### src/hw/rtl/oads_pkg.sv
// Shared types and constants for the obstacle-avoid drive sequencer.
// Used by oads_cfg_regs, oads_drive_core and obstacle_avoid_drive_sequencer.
package oads_pkg;

  // Converter reading width
  localparam int unsigned SampleBits = 10;
  localparam int unsigned ThreshBits = 10;
  localparam int unsigned LimitBits  = 8;
  localparam int unsigned PinBits    = 5;
  localparam int unsigned CmpBits    = (SampleBits > ThreshBits) ? SampleBits : ThreshBits;

  // Configuration port
  localparam int unsigned CfgIdxBits  = 2;
  localparam int unsigned CfgDataBits = 10;

  localparam logic [CfgIdxBits-1:0] RegThreshold = 2'd0;
  localparam logic [CfgIdxBits-1:0] RegRevLimit  = 2'd1;
  localparam logic [CfgIdxBits-1:0] RegTurnLimit = 2'd2;

  localparam logic [ThreshBits-1:0] ThresholdRst = 10'd400;
  localparam logic [LimitBits-1:0]  RevLimitRst  = 8'd12;
  localparam logic [LimitBits-1:0]  TurnLimitRst = 8'd5;

  // Event kinds
  localparam logic ModeSample = 1'b0;
  localparam logic ModeButton = 1'b1;

  // Motor port bits: bit0 enable, bits 1..4 bridge lines
  localparam logic [PinBits-1:0] PinEn      = 5'h01;
  localparam logic [PinBits-1:0] FwdClr     = 5'h12;
  localparam logic [PinBits-1:0] FwdSet     = 5'h0D;
  localparam logic [PinBits-1:0] RevClr     = 5'h0C;
  localparam logic [PinBits-1:0] RevSet     = 5'h13;
  localparam logic [PinBits-1:0] RightClr   = 5'h15;
  localparam logic [PinBits-1:0] RightSet   = 5'h0B;
  localparam logic [PinBits-1:0] LeftClr    = 5'h0B;
  localparam logic [PinBits-1:0] LeftSet    = 5'h15;

  localparam logic [LimitBits-1:0] CountMax = '1;

  typedef enum logic [2:0] {
    DRV_STOP  = 3'd0,
    DRV_FWD   = 3'd1,
    DRV_REV   = 3'd2,
    DRV_RIGHT = 3'd3,
    DRV_LEFT  = 3'd4
  } drive_e;

  typedef struct packed {
    logic                  mode;
    logic [SampleBits-1:0] sample;
  } in_beat_t;

  typedef struct packed {
    logic [PinBits-1:0] motor_pins;
    logic               alert_led;
    logic               status_led;
    logic [2:0]         drive_now;
  } out_beat_t;

  typedef struct packed {
    logic [ThreshBits-1:0] threshold;
    logic [LimitBits-1:0]  rev_limit;
    logic [LimitBits-1:0]  turn_limit;
  } cfg_t;

endpackage

### src/hw/rtl/oads_cfg_regs.sv
// Configuration register bank: threshold, reverse and turn limits.
// Depends on oads_pkg.
module oads_cfg_regs (
  input  logic                             clk_i,
  input  logic                             rst_ni,
  input  logic                             cfg_we_i,
  input  logic [oads_pkg::CfgIdxBits-1:0]  cfg_idx_i,
  input  logic [oads_pkg::CfgDataBits-1:0] cfg_data_i,
  output oads_pkg::cfg_t                   cfg_o
);
  import oads_pkg::*;

  cfg_t cfg_q, cfg_d;

  // Decode write; unknown index leaves everything alone
  always_comb begin
    cfg_d = cfg_q;
    if (cfg_we_i) begin
      case (cfg_idx_i)
        RegThreshold: cfg_d.threshold  = cfg_data_i[ThreshBits-1:0];
        RegRevLimit:  cfg_d.rev_limit  = cfg_data_i[LimitBits-1:0];
        RegTurnLimit: cfg_d.turn_limit = cfg_data_i[LimitBits-1:0];
        default:      cfg_d = cfg_q;
      endcase
    end
  end

  always_ff @(posedge clk_i or negedge rst_ni) begin
    if (!rst_ni) begin
      cfg_q.threshold  <= ThresholdRst;
      cfg_q.rev_limit  <= RevLimitRst;
      cfg_q.turn_limit <= TurnLimitRst;
    end else begin
      cfg_q <= cfg_d;
    end
  end

  assign cfg_o = cfg_q;

endmodule

### src/hw/rtl/oads_drive_core.sv
// Drive state machine: state registers and the one-beat step decode.
// Depends on oads_pkg.
module oads_drive_core (
  input  logic                clk_i,
  input  logic                rst_ni,
  input  oads_pkg::cfg_t      cfg_i,
  input  logic                fire_i,
  input  oads_pkg::in_beat_t  beat_i,
  output oads_pkg::out_beat_t res_o
);
  import oads_pkg::*;

  drive_e                state_q, state_d, state_eff;
  logic [LimitBits-1:0]  count_q, count_d, count_inc;
  logic [SampleBits-1:0] last_q, last_d;
  logic [PinBits-1:0]    pins_q, pins_d;
  logic                  alert_q, alert_d;
  logic                  status_q, status_d;
  logic                  close_hit;

  assign close_hit = CmpBits'(beat_i.sample) > CmpBits'(cfg_i.threshold);
  assign count_inc = (count_q != CountMax) ? count_q + 1'b1 : count_q;

  // Obstacle preempts forward before the drive step
  always_comb begin
    state_eff = state_q;
    if (close_hit && (state_q == DRV_FWD)) state_eff = DRV_STOP;
  end

  // Next state
  always_comb begin
    state_d  = state_q;
    count_d  = count_q;
    last_d   = last_q;
    status_d = status_q;
    if (beat_i.mode == ModeButton) begin
      status_d = ~status_q;
    end else begin
      last_d   = beat_i.sample;
      status_d = status_q ^ close_hit;
      state_d  = state_eff;
      case (state_eff)
        DRV_STOP: begin
          state_d = DRV_REV;
          count_d = '0;
        end
        DRV_FWD: count_d = count_q;
        DRV_REV: begin
          if (count_inc > cfg_i.rev_limit) begin
            count_d = '0;
            state_d = beat_i.sample[0] ? DRV_RIGHT : DRV_LEFT;
          end else begin
            count_d = count_inc;
          end
        end
        DRV_RIGHT, DRV_LEFT: begin
          if (count_inc > cfg_i.turn_limit) begin
            count_d = '0;
            state_d = DRV_FWD;
          end else begin
            count_d = count_inc;
          end
        end
        default: state_d = DRV_STOP;
      endcase
    end
  end

  // Pin latch and alert
  always_comb begin
    pins_d  = pins_q;
    alert_d = alert_q;
    if (beat_i.mode == ModeSample) begin
      case (state_eff)
        DRV_STOP: begin
          pins_d  = pins_q & ~PinEn;
          alert_d = ~alert_q;
        end
        DRV_FWD: pins_d = (pins_q & ~FwdClr) | FwdSet;
        DRV_REV: if (count_q == '0) pins_d = (pins_q & ~RevClr) | RevSet;
        DRV_RIGHT: if (count_q == '0) pins_d = (pins_q & ~RightClr) | RightSet;
        DRV_LEFT: if (count_q == '0) pins_d = (pins_q & ~LeftClr) | LeftSet;
        default: pins_d = pins_q;
      endcase
    end
  end

  always_ff @(posedge clk_i or negedge rst_ni) begin
    if (!rst_ni) begin
      state_q  <= DRV_FWD;
      count_q  <= '0;
      last_q   <= '0;
      pins_q   <= '0;
      alert_q  <= 1'b0;
      status_q <= 1'b0;
    end else if (fire_i) begin
      state_q  <= state_d;
      count_q  <= count_d;
      last_q   <= last_d;
      pins_q   <= pins_d;
      alert_q  <= alert_d;
      status_q <= status_d;
    end
  end

  assign res_o.motor_pins = pins_d;
  assign res_o.alert_led  = alert_d;
  assign res_o.status_led = status_d;
  assign res_o.drive_now  = state_d;

  // Step count only runs while reversing or turning
  a_count_idle: assert property (@(posedge clk_i) disable iff (!rst_ni)
    (count_q != '0) |-> (state_q == DRV_REV || state_q == DRV_RIGHT || state_q == DRV_LEFT))
    else $error("step count nonzero outside reverse/turn");

  // Stored sample follows every sample beat
  a_last_sample: assert property (@(posedge clk_i) disable iff (!rst_ni)
    (fire_i && beat_i.mode == ModeSample) |=> (last_q == $past(beat_i.sample)))
    else $error("last sample not captured");

endmodule

### src/hw/rtl/obstacle_avoid_drive_sequencer.sv
// Obstacle-avoid drive sequencer: one event in, one result out per beat.
// The drive step decode sits between the state registers and a single result
// register, so a new event is accepted every cycle as long as the result register
// is empty or being drained that cycle. The result beat is registered and appears
// in the cycle after its input beat is accepted. Configuration writes take effect
// on the next clock edge.
// Depends on oads_pkg, oads_cfg_regs and oads_drive_core.
module obstacle_avoid_drive_sequencer (
  input  logic                             clk_i,
  input  logic                             rst_ni,
  input  logic                             cfg_we_i,
  input  logic [oads_pkg::CfgIdxBits-1:0]  cfg_idx_i,
  input  logic [oads_pkg::CfgDataBits-1:0] cfg_data_i,
  input  logic                             in_valid_i,
  output logic                             in_stall_o,
  input  oads_pkg::in_beat_t               in_data_i,
  output logic                             out_valid_o,
  input  logic                             out_stall_i,
  output oads_pkg::out_beat_t              out_data_o
);
  import oads_pkg::*;

  cfg_t      cfg;
  out_beat_t res;
  out_beat_t res_q;
  logic      out_valid_q, out_valid_d;
  logic      in_fire;

  oads_cfg_regs u_cfg (
    .clk_i      (clk_i),
    .rst_ni     (rst_ni),
    .cfg_we_i   (cfg_we_i),
    .cfg_idx_i  (cfg_idx_i),
    .cfg_data_i (cfg_data_i),
    .cfg_o      (cfg)
  );

  oads_drive_core u_core (
    .clk_i  (clk_i),
    .rst_ni (rst_ni),
    .cfg_i  (cfg),
    .fire_i (in_fire),
    .beat_i (in_data_i),
    .res_o  (res)
  );

  // Result register frees up when drained in the same cycle
  assign in_stall_o = out_valid_q && out_stall_i;
  assign in_fire    = in_valid_i && !in_stall_o;

  always_comb begin
    out_valid_d = out_valid_q;
    if (in_fire) out_valid_d = 1'b1;
    else if (out_valid_q && !out_stall_i) out_valid_d = 1'b0;
  end

  always_ff @(posedge clk_i or negedge rst_ni) begin
    if (!rst_ni) out_valid_q <= 1'b0;
    else out_valid_q <= out_valid_d;
  end

  // Result register tracks the core's levels from reset on
  always_ff @(posedge clk_i or negedge rst_ni) begin
    if (!rst_ni) res_q <= '0;
    else if (in_fire) res_q <= res;
  end

  assign out_valid_o = out_valid_q;
  assign out_data_o  = res_q;

  a_fire_result: assert property (@(posedge clk_i) disable iff (!rst_ni)
    in_fire |=> out_valid_o)
    else $error("accepted beat produced no result");

  a_no_overwrite: assert property (@(posedge clk_i) disable iff (!rst_ni)
    (out_valid_o && out_stall_i) |-> !in_fire)
    else $error("pending result overwritten");

  // Alert only toggles on a sample beat that handles stop
  a_alert_on_stop: assert property (@(posedge clk_i) disable iff (!rst_ni)
    (in_fire && (res.alert_led != res_q.alert_led)) |->
      (in_data_i.mode == ModeSample && res.drive_now == DRV_REV))
    else $error("alert toggled outside stop handling");

endmodule

### config.mk
export PLATFORM = sky130hd
export DESIGN_NAME = obstacle_avoid_drive_sequencer
export DESIGN_NICKNAME = d
export VERILOG_FILES = /design/src/hw/rtl/oads_pkg.sv /design/src/hw/rtl/oads_cfg_regs.sv /design/src/hw/rtl/oads_drive_core.sv /design/src/hw/rtl/obstacle_avoid_drive_sequencer.sv
export SDC_FILE = /design/constraint.sdc
export NUM_CORES = 1
export LEC_CHECK = 0
export ABC_CLOCK_PERIOD_IN_PS = 3200
export BUFFER_PORTS_ARGS = -buffer_cell sky130_fd_sc_hd__buf_2
export CAP_MARGIN = 5
export CORE_ASPECT_RATIO = 1.75
export CORE_UTILIZATION = 40
export CTS_BUF_LIST = sky130_fd_sc_hd__clkbuf_2
export DETAILED_ROUTE_END_ITERATION = 12
export HOLD_SLACK_MARGIN = 0.08
export PLACE_DENSITY = 0.67
export SETUP_SLACK_MARGIN = 0.5
export SLEW_MARGIN = 25
export SYNTH_ARGS = -nofsm -noshare
export SYNTH_HDL_FRONTEND = slang
export SYNTH_SLANG_ARGS = --single-unit
### constraint.sdc
create_clock -name clk_i -period 3.2 [get_ports clk_i]
set_input_delay 0.32 -clock clk_i [delete_from_list [all_inputs] [get_ports clk_i]]
set_output_delay 0.32 -clock clk_i [all_outputs]
set_load 0.05 [all_outputs]
==> out/qor_table.md <==
| Group | Quantity | This run |
|:---|:---|:---|
| outcome | Status | finished clean |
| finish | Diodes inserted | 0 |
| route | Via-per-instance ratio | 5.41 |
| logic synthesis | Cell types occupying the most area after synthesis | sky130_fd_sc_hd__dfrtp_1 (33%), sky130_fd_sc_hd__ha_1 (12%), sky130_fd_sc_hd__dfstp_2 (7.3%) |
| logic synthesis | Distinct cell type count after synthesis | 52 |
| place | Sum of net half-perimeters after detailed placement | 5.05 mm |
| route | Routed via count | 2390 |
| place | Final GP Congestion | 0.898 |
| finish | Core occupancy in the finished layout | 50.9% |
| setup path | Worst Setup Path Type | flop to flop |
| logic synthesis | Syn_nets | 358 |
| setup path | Critical-path maximum fanout | 6 |
| route | Sum of routed wire segments on met1 | 2.65 mm |
| timing | Final Slew Violations | 0 |
| timing | Worst clock skew | 22.2 ps |
| timing | Post-route fraction of the period consumed by the critical path | 90.8% |
| grt | First-pass GRT wire length | 10.9 mm |
| logic synthesis | Share of flip-flops with an asynchronous set or reset after synthesis | 100% |
| clocking | Worst-Skew Late Latency | 420 ps |
| grt | Pin count of the biggest net entering global routing | 47 |
| place | # port buffers | 39 |
| job | Maximum Capacitance Violations | 0 |
| logic synthesis | Average cell area after synthesis | 9.51 sq um |
| timing | Finish-stage setup viols | 0 |
| setup path | Worst Path Arrival | 3230 ps |
| clocking | Register clock-pin slew on the reported worst setup and hold paths | 240 ps |
| logic synthesis | Sequential share of the synthesized area | 40.4% |
| grt | Residual overflow from global routing | 0 |
| floorplanning | Number of top-level pins | 40 |
| grt | Global router's overall resource usage | 19.0% |
| logic synthesis | Number of enable flip-flop cells after synthesis | 0 |
| power and ir drop | Internal Dissipation | 1230 uW |
| power and ir drop | Leakage | 0.00164 uW |
| timing | Total Negative Setup Slacks | 0 ps |
| clocking | Maximum count of clock buffers along a single path | 2 |
| route | WL met3 | 145 um |
| route | Count of nets left with antenna violations after detail routing | 0 |
| power and ir drop | Peak supply drop | 0.342 mV |
| min path | Hold WC Path Type | primary input to flop |
| timing | Tightest Pin Transition | 784 ps |
| clocking | Count of H-tree levels built during CTS | 2 |
| timing | RSZ-0062 raised after global routing | yes |
| timing | Max_slew headroom | 47.5% |
| setup path | Startpoint type of the worst setup path | flop |
| timing | Peak Freq | 344 MHz |
| logic synthesis | Portion of synthesized cell area occupied by the leading cell type | 33.1% |
| power and ir drop | Reg power frac | 39.0% |
| setup path | Sort of element at the end of the critical path | flop |
| clocking | TritonCTS clock tree | yes |
| floorplanning | Effective utilization at floorplan | 41.6% |
| power and ir drop | Power density normalized to cell area | 619 mW/mm^2 |
| clocking | CTS Root Cell | sky130_fd_sc_hd__clkbuf_2 |
| logic synthesis | Yosys top cell by area | sky130_fd_sc_hd__dfrtp_1 |
| timing | Number of hold violations in the final report | 0 |
| floorplanning | X dimension of the die | 66.1 um |
| route | Total wire length after detailed routing | 6.68 mm |
| grt | Antenna violations before repair | 0 |
| floorplanning | Total core area | 0.00691 sq mm |
| logic synthesis | Netlist area before placement | 0.00287 sq mm |
| finish | Area Overhead vs Synth | 22.3% |
| finish | Post-layout net count | 413 |
| clocking | CTS buffer count | 5 |
| timing | Time the final worst path needs with I/O delays and setup | 2910 ps |
| floorplanning | Area enclosed by the die boundary | 0.00754 sq mm |
| finish | Share of cells above drive strength 1 | 36.6% |
| power and ir drop | Share of power burned in the clock network | 11.4% |
| route | Iteration-0 DRC count of the detailed router | 92 |
| grt | Via count of the first global-routing pass | 2427 |
| setup path | Worst endpoint required time | 3520 ps |
| route | DRC viols | 0 |
| floorplanning | Die Height | 114 um |
| logic synthesis | Main flop type after synthesis | sky130_fd_sc_hd__dfrtp_1 |
| logic synthesis | Flop and latch count out of synthesis | 46 |
| power and ir drop | Switch share | 43.4% |
| power and ir drop | Switching power of the nets | 944 uW |
| clocking | # clock sinks | 46 |
| power and ir drop | Overall power | 2180 uW |
| route | Number of detailed-routing iterations run before antenna repair | 4 |
| power and ir drop | Combinational group share of total power | 49.6% |
| logic synthesis | Gate Count Post-Synth | 302 |
| logic synthesis | Warnings from Yosys | 0 |
| route | Met2 Wirelength | 3.66 mm |
| floorplanning | Std cell rows | 40 |
| route | Drt wl/cell | 15.1 um |
| route | Top routing layer in use | met4 |
==> logic make-up (layout without fill, tap and decap cells) <==
family | after synthesis | in the layout | synth area share, %
buf+inv | 43 | 99 | 6.36
mux | 18 | 18 | 7.01
fa+ha+maj | 28 | 28 | 12.2
flops | 46 | 46 | 40.4
xor+xnor | 5 | 5 | 1.52
simple gates | 87 | 87 | 15.1
compound gates | 75 | 75 | 17.4
==> final cells by class <==
| type | count | area [sq um] |
|---|---|---|
| timing repair buffer | 58 | 368 |
| clock inverter | 2 | 13.8 |
| fill | 647 | 3390 |
| tap | 84 | 105 |
| sequential | 46 | 1170 |
| multi-input combinational | 213 | 1700 |
| clock buffer | 6 | 30.0 |
| inverter | 33 | 124 |
==> power by group through the flow <==
stage | combinational (uW) | sequential [uW] | clock, uW
2_1_floorplan | 623 | 915 | 0
3_5_place_dp | 904 | 847 | 0
6_report | 1080 | 849 | 247
5_1_grt | 1180 | 868 | 279
3_3_place_gp | 884 | 838 | 0
4_1_cts | 1000 | 834 | 259
==> final timing paths <==
check / start / endpoint / slack, ps / cells past startpoint
worst max-delay path: u_core.count_q[0] / u_core.count_q[5] / 290 / 15
worst min-delay path: in_valid_i / out_valid_o / 100 / 2
worst max register to register: u_core.count_q[0] / u_core.count_q[5] / 290 / 15
worst min register to register: u_core.status_q / u_core.status_q / 480 / 1
max in group asynchronous: rst_ni / u_core.count_q[7] / 2350 / 2
min in group asynchronous: rst_ni / u_core.pins_q[0] / 390 / 2
==> through the flow <==
stage                     std cells  hold WS [ps]  instance area, sq um  worst slack (ps)
after floorplan                 302          24.4                  2920               499
after global placement          416           456                  3170               176
after detailed placement        416           463                  3170               123
after CTS                       435          86.6                  3350               303
after global routing            442          82.3                  3510               165
final                           442           105                  3510               293
==> cells in the final DEF (no fill, tap or decap), types with 5 or more instances in the layout <==
cell | netlist | routed
sky130_fd_sc_hd__o21a_1 | 5 | 5
sky130_fd_sc_hd__nand2_1 | 29 | 26
sky130_fd_sc_hd__o21ai_1 | 1 | 5
sky130_fd_sc_hd__clkbuf_2 | 0 | 6
sky130_fd_sc_hd__a21oi_1 | 13 | 12
sky130_fd_sc_hd__dfrtp_2 | 0 | 6
sky130_fd_sc_hd__nand4_1 | 6 | 6
sky130_fd_sc_hd__buf_4 | 4 | 14
sky130_fd_sc_hd__inv_1 | 33 | 33
sky130_fd_sc_hd__buf_2 | 5 | 38
sky130_fd_sc_hd__mux2_2 | 17 | 17
sky130_fd_sc_hd__o21ai_0 | 23 | 17
sky130_fd_sc_hd__dfstp_2 | 8 | 8
sky130_fd_sc_hd__dfrtp_1 | 38 | 32
sky130_fd_sc_hd__nor2_1 | 22 | 17
sky130_fd_sc_hd__ha_1 | 28 | 26
==> state kept, by name, indices dropped and copies added (netlist names) <==
signal	cells
u_core.alert_q	1
u_core.count_q	8
out_valid_o	1
u_cfg.cfg_o	26
u_core.pins_q	5
out_data_o	3
u_core.status_q	1
u_core.state_q	1
==> synth_stat cells (all sizes together), types with 2 or more instances <==
master  count
a211oi      4
a21oi      14
a22o        3
a31oi       4
buf         9
dfrtp      38
dfstp       8
ha         28
inv        33
mux2       17
nand2      29
nand2b      3
nand3       6
nand3b      2
nand4       8
nor2       23
nor2b       2
nor3        8
nor4        3
o211ai      3
o21a        6
o21ai      26
o21bai      3
o22ai       2
xnor2       3
xor2        2
==> layer usage <==
metal | GRT usage (%) | vias up
li1 | - | 1180
met1 | 20.0 | 1147
met2 | 35.4 | 50
met3 | 2.49 | 13
met4 | 9.79 | 0
met5 | 0 | -
==> what timing repair did <==
item,CTS,global route
setup endpoints to repair,11,12
gates resized for setup,12,26
hold buffers,3,0
setup buffers,8,7
pin swaps,12,20
hold endpoints to repair,32,0
==> worst max-delay path, cell delays in order (launching register included) <==
cell and delay [ps]:
sky130_fd_sc_hd__dfrtp_2 480, sky130_fd_sc_hd__ha_4 170, sky130_fd_sc_hd__nand2_4 70, sky130_fd_sc_hd__nor3_4 220
sky130_fd_sc_hd__buf_4 170, sky130_fd_sc_hd__buf_4 120, sky130_fd_sc_hd__xnor2_1 180, sky130_fd_sc_hd__ha_1 300
sky130_fd_sc_hd__nand4_1 130, sky130_fd_sc_hd__nor2_2 70, sky130_fd_sc_hd__a211oi_2 240, sky130_fd_sc_hd__nor3_2 90
sky130_fd_sc_hd__a21oi_2 140, sky130_fd_sc_hd__buf_6 160, sky130_fd_sc_hd__o21ai_2 60, sky130_fd_sc_hd__a22o_1 230
Note: power is estimated with default switching activity, not from simulation.
